<file path="src/rtl/hpc_pkg.sv">
`default_nettype none
// ----------------------------------------------------------------------------
// hpc_pkg
// Shared types, micro-op table and saturation helpers of the pose composer.
// ----------------------------------------------------------------------------
package hpc_pkg;

    localparam int unsigned OpBits  = 36;  // wide operand of the shared multiplier
    localparam int unsigned AccBits = 56;  // accumulator width
    localparam int unsigned NumUops = 31;  // micro-ops per level

    typedef enum logic [2:0] {
        CFG_POS_X, CFG_POS_Y, CFG_POS_Z, CFG_ROT, CFG_SCALE, CFG_VISIBLE, CFG_MASK
    } t_cfg_idx;

    typedef enum logic [3:0] {
        B_P0, B_P1, B_P2, B_T0, B_T1, B_T2, B_R0, B_R1, B_R2, B_R3
    } t_bsel;

    typedef enum logic [3:0] {
        D_T0, D_T1, D_T2, D_X0, D_X1, D_X2, D_W0, D_W1, D_W2, D_W3
    } t_dst;

    typedef struct packed {
        logic       valid;
        logic [1:0] a_sel;
        t_bsel      b_sel;
        logic       neg;
        logic       first;
        logic       last;
        t_dst       dst;
    } t_uop;

    function automatic t_uop mk(input logic [1:0] a, input t_bsel b, input logic n,
                                input logic f, input logic l, input t_dst d);
        t_uop u;
        u.valid = 1'b1;
        u.a_sel = a;
        u.b_sel = b;
        u.neg   = n;
        u.first = f;
        u.last  = l;
        u.dst   = d;
        return u;
    endfunction

    // rotate by cross products, then Hamilton product
    function automatic t_uop uop_at(input logic [4:0] step);
        t_uop u;
        u = '0;
        case (step)
            5'd0:  u = mk(2'd2, B_P2, 1'b0, 1'b1, 1'b0, D_T0);
            5'd1:  u = mk(2'd3, B_P1, 1'b1, 1'b0, 1'b1, D_T0);
            5'd2:  u = mk(2'd3, B_P0, 1'b0, 1'b1, 1'b0, D_T1);
            5'd3:  u = mk(2'd1, B_P2, 1'b1, 1'b0, 1'b1, D_T1);
            5'd4:  u = mk(2'd1, B_P1, 1'b0, 1'b1, 1'b0, D_T2);
            5'd5:  u = mk(2'd2, B_P0, 1'b1, 1'b0, 1'b1, D_T2);
            5'd6:  u = mk(2'd0, B_T0, 1'b0, 1'b1, 1'b0, D_X0);
            5'd7:  u = mk(2'd2, B_T2, 1'b0, 1'b0, 1'b0, D_X0);
            5'd8:  u = mk(2'd3, B_T1, 1'b1, 1'b0, 1'b1, D_X0);
            5'd9:  u = mk(2'd0, B_T1, 1'b0, 1'b1, 1'b0, D_X1);
            5'd10: u = mk(2'd3, B_T0, 1'b0, 1'b0, 1'b0, D_X1);
            5'd11: u = mk(2'd1, B_T2, 1'b1, 1'b0, 1'b1, D_X1);
            5'd12: u = mk(2'd0, B_T2, 1'b0, 1'b1, 1'b0, D_X2);
            5'd13: u = mk(2'd1, B_T1, 1'b0, 1'b0, 1'b0, D_X2);
            5'd14: u = mk(2'd2, B_T0, 1'b1, 1'b0, 1'b1, D_X2);
            5'd15: u = mk(2'd0, B_R0, 1'b0, 1'b1, 1'b0, D_W0);
            5'd16: u = mk(2'd1, B_R1, 1'b1, 1'b0, 1'b0, D_W0);
            5'd17: u = mk(2'd2, B_R2, 1'b1, 1'b0, 1'b0, D_W0);
            5'd18: u = mk(2'd3, B_R3, 1'b1, 1'b0, 1'b1, D_W0);
            5'd19: u = mk(2'd0, B_R1, 1'b0, 1'b1, 1'b0, D_W1);
            5'd20: u = mk(2'd1, B_R0, 1'b0, 1'b0, 1'b0, D_W1);
            5'd21: u = mk(2'd2, B_R3, 1'b0, 1'b0, 1'b0, D_W1);
            5'd22: u = mk(2'd3, B_R2, 1'b1, 1'b0, 1'b1, D_W1);
            5'd23: u = mk(2'd0, B_R2, 1'b0, 1'b1, 1'b0, D_W2);
            5'd24: u = mk(2'd1, B_R3, 1'b1, 1'b0, 1'b0, D_W2);
            5'd25: u = mk(2'd2, B_R0, 1'b0, 1'b0, 1'b0, D_W2);
            5'd26: u = mk(2'd3, B_R1, 1'b0, 1'b0, 1'b1, D_W2);
            5'd27: u = mk(2'd0, B_R3, 1'b0, 1'b1, 1'b0, D_W3);
            5'd28: u = mk(2'd1, B_R2, 1'b0, 1'b0, 1'b0, D_W3);
            5'd29: u = mk(2'd2, B_R1, 1'b1, 1'b0, 1'b0, D_W3);
            5'd30: u = mk(2'd3, B_R0, 1'b0, 1'b0, 1'b1, D_W3);
            default: u = '0;
        endcase
        return u;
    endfunction

    function automatic logic signed [31:0] sat32(input logic signed [47:0] v);
        if (v > 48'sh0000_7FFF_FFFF) return 32'sh7FFF_FFFF;
        if (v < -48'sh0000_8000_0000) return -32'sh8000_0000;
        return v[31:0];
    endfunction

    function automatic logic signed [15:0] sat16(input logic signed [41:0] v);
        if (v > 42'sh7FFF) return 16'sh7FFF;
        if (v < -42'sh8000) return -16'sh8000;
        return v[15:0];
    endfunction

endpackage
`default_nettype wire

</file>
<file path="src/rtl/hpc_mac.sv">
`default_nettype none
// ----------------------------------------------------------------------------
// hpc_mac
// Shared multiply-accumulate unit: registered product, then signed accumulate.
// ----------------------------------------------------------------------------
module hpc_mac (
    input  wire logic                                  i_clk,
    input  wire logic                                  i_rst_n,
    input  wire hpc_pkg::t_uop                         i_uop,
    input  wire logic signed [15:0]                    i_a,
    input  wire logic signed [hpc_pkg::OpBits-1:0]     i_b,
    output hpc_pkg::t_uop                              o_uop,
    output logic signed [hpc_pkg::AccBits-1:0]         o_sum
);

    logic signed [hpc_pkg::OpBits+15:0]  r_prod;
    logic signed [hpc_pkg::AccBits-1:0]  r_acc;
    hpc_pkg::t_uop                       r_uop;
    logic signed [hpc_pkg::AccBits-1:0]  prod_x;
    logic signed [hpc_pkg::AccBits-1:0]  base;

    assign prod_x = hpc_pkg::AccBits'(r_prod);
    assign base   = r_uop.first ? '0 : r_acc;
    assign o_sum  = r_uop.neg ? base - prod_x : base + prod_x;
    assign o_uop  = r_uop;

    always_ff @(posedge i_clk) begin
        if (!i_rst_n) begin
            r_uop <= '0;
        end else begin
            r_uop <= i_uop;
        end
        r_prod <= i_a * i_b;
        if (r_uop.valid) begin
            r_acc <= o_sum;
        end
    end

endmodule
`default_nettype wire
</file>
<file path="config.mk">
export PLATFORM = sky130hd
export DESIGN_NAME = hpc_mac
export DESIGN_NICKNAME = d
export VERILOG_FILES = /design/src/rtl/hpc_pkg.sv /design/src/rtl/hpc_mac.sv
export SDC_FILE = /design/constraint.sdc
export NUM_CORES = 2
export LEC_CHECK = 0
export ABC_AREA = 0
export BUFFER_PORTS_ARGS = -buffer_cell sky130_fd_sc_hd__clkbuf_2
export CAP_MARGIN = 10
export CORE_ASPECT_RATIO = 2
export CORE_UTILIZATION = 50
export DETAILED_ROUTE_END_ITERATION = 12
export HOLD_SLACK_MARGIN = 0.1
export PLACE_DENSITY = 0.67
export SYNTH_ARGS = -nofsm -noshare
export SYNTH_HDL_FRONTEND = slang
export SYNTH_SLANG_ARGS = --single-unit
</file>
<file path="constraint.sdc">
create_clock -name i_clk -period 7.85 [get_ports i_clk]
set_input_delay 0.785 -clock i_clk [delete_from_list [all_inputs] [get_ports i_clk]]
set_output_delay 0.785 -clock i_clk [all_outputs]
set_load 0.01 [all_outputs]
</file>
==> impl_metrics.py <==
metrics = {
    "placed_design": {
        "gp_congestion": 0.938,
        "io_buffer_count": 137,
        "detailedPlace.worstSlack_ns": 0.255,
        "dp_hpwl_um": 66400,
    },
    "logic_synthesis": {
        "synth_top_cell_by_area": "fa_1",
        "ys_ff_latch": 122,
        "synth_ff_type": "dfxtp_1",
        "syn_area_per_cell_um2": 8.87,
        "ys_seq_area_share_pct": 10.8,
        "synth_cells": 3123,
        "netlist_top_cells_area": "fa_1 39%, inv_1 8.6%, ha_1 8.0%, edfxtp_1 6.1%, and2_1 5.7%",
        "ys_types": 73,
        "ys_warn_count": 0,
        "syn_nets": 3912,
        "yosysTopAreaCellShare_pct": 39.3,
        "synth_area_um2": 27700,
        "synth_edf_count": 56,
        "synth_async_sr_flop_share_pct": 0,
    },
    "worst_setup_path": {
        "worst_path_most_repeated_cell": "fa_1",
        "cp_max_fo": 17,
        "slowest_stage": "fa_1",
        "cp_slowest_stage_delay_ns": 0.64,
        "cp-start-kind": "input port",
        "critPathKind": "input port to flop",
        "crit_start": "i_a[1]",
        "critPathTopFamily": "adder cells",
        "path_buf_inv": 4,
        "crit_chain": "clkbuf_2 > nand2_1 > fa_1 > fa_1 > fa_1 > inv_1 > fa_1 > fa_1 > inv_1 > fa_1 > inv_1 > ha_1 > and3_1 > a2111oi_0 > a211oi_1 > a211o_1 > o21ai_0 > a31oi_1 > a21oi_1 > o21ai_0 > xor2_1",
        "crit_required_ns": 8.15,
        "cp.arrival_ns": 7.66,
        "setup.worst_path.end_class": "flop",
        "r2r-start": "r_prod[3]$_DFF_P_",
    },
    "timing": {
        "tightest_slew_ns": 0.795,
        "rsz0062_at_grt": "false",
        "setup_viol": 0,
        "fin_ws_ns": 0.494,
        "fmax_mhz": 136,
        "fin_skew_ns": 0.00916,
        "period_minus_slack_ns": 7.36,
        "tns_ns": 0,
        "drv_slew": 0,
        "finalCritPeriodShare_pct": 93.7,
        "hold_viol": 0,
        "max_slew_margin_pct": 47.0,
    },
    "clock_tree": {
        "cts_max_path_buffers": 2,
        "cts.sinks": 122,
        "path_clk_slew_ns": 0.06,
        "post_cts_resized": 0,
        "ctsHoldBuffers": 0,
        "cts_tree": "yes",
        "cts_root_buffer": "clkbuf_16",
        "clock_latency_ns": 0.42,
        "htreeDepth": 4,
        "numCtsBuffers": 17,
        "cts_setup_buffers": 0,
    },
    "floorplan": {
        "rows": 121,
        "die_w_um": 168,
        "fp.dieH_um": 335,
        "core_um2": 54500,
        "pin_count": 138,
        "start_util_pct": 50.8,
        "die_area_um2": 56400,
    },
    "finish": {
        "layout_commonest_cell": "inv_1",
        "area_growth_pct": 6.85,
        "fin_util_pct": 54.3,
        "nNetsFinal": 3966,
        "layout_common_cells": "638 x inv_1, 543 x fa_1, 386 x nand2_1",
        "drive_above_1_share_pct": 7.27,
        "fillers": 5063,
    },
    "grt": {
        "first_global_vias": 24600,
        "grt_usage_pct": 30.4,
        "overflow": 0,
        "grt_max_degree": 58,
        "grt_pass1_wl_um": 129000,
        "antenna_found_initial": 2,
    },
    "drt": {
        "route.detailed.drc": 0,
        "drt_iter0_drc": 1208,
        "dr_total_vias": 21900,
        "antenna_left": 0,
        "wirelength_um": 80500,
        "via_per_inst": 5.65,
        "wl_per_cell_um": 20.8,
        "first_pass_iters": 6,
    },
    "run_status": {
        "outcome": "finished, final reports clean",
    },
    "worst_hold_path": {
        "hold_class": "input port to flop",
        "hp-start": "i_uop[11]",
    },
    "job": {
        "maxCapViolations": 0,
    },
}
per-layer routing:
layer	up-vias	wire length [um]	global-route usage, %
met5	-	0	0
met4	0	9110	27.6
met3	394	3660	5.41
met2	769	44300	58.6
met1	11000	23500	25.9
li1	9664	-	-
sequential cells by signal, indices dropped and copies added (netlist names):
name and flops:
o_uop 14, r_acc 56, r_prod 52
cell usage after synthesis, types with 18 or more instances:
master	instances
nand2_1	386
and3_1	18
nor2b_1	63
inv_1	638
dfxtp_1	66
ha_1	178
clkbuf_1	131
nor3_1	26
nand2b_1	22
a21o_1	72
edfxtp_1	56
xor2_1	33
and2_1	252
a21oi_1	120
nor2_1	141
nand3_1	31
o21ai_0	45
fa_1	543
xnor2_1	116
kinds of logic after synthesis:
family,count (synthesis),share of synthesized area [%]
simple gates,997,17.8
buf+inv,771,10.5
fa+ha+maj,721,47.3
compound gates,358,8.62
xor+xnor,149,4.71
flops,122,10.8
mux,5,0.235
area by class of cell:
type / instances / area, um^2 / area share [%]
multi-input combinational: 2230 / 21800 / 73.7
antenna: 2 / 5.00 / 0.0169
tap: 676 / 846 / 2.86
sequential: 122 / 3010 / 10.2
inverter: 638 / 2390 / 8.10
timing repair buffer: 168 / 918 / 3.10
clock inverter: 12 / 124 / 0.419
clock buffer: 20 / 500 / 1.69
path summary, 6_finish.rpt:
path                            cells after the start              endpoint  slack, ns
worst max-delay path                               21    r_prod[47]$_DFF_P_       0.49
worst max register to register                     21   r_acc[52]$_DFFE_PP_       2.12
worst min-delay path                                2  o_uop[11]$_SDFF_PN0_       0.57
worst min register to register                      3    r_acc[0]$_DFFE_PP_       0.79
through the flow:
stage / std cells / area (um^2) / hold WS (ns)
after floorplan: 3123 / 27700 / 0.722
after global placement: 3834 / 29000 / 0.757
after detailed placement: 3834 / 29000 / 0.775
after CTS: 3866 / 29600 / 0.556
after global routing: 3867 / 29600 / 0.555
final: 3868 / 29600 / 0.570
Power is not shown: default switching activity piles up to over one toggle a cycle in this logic, so the estimate is an artifact.
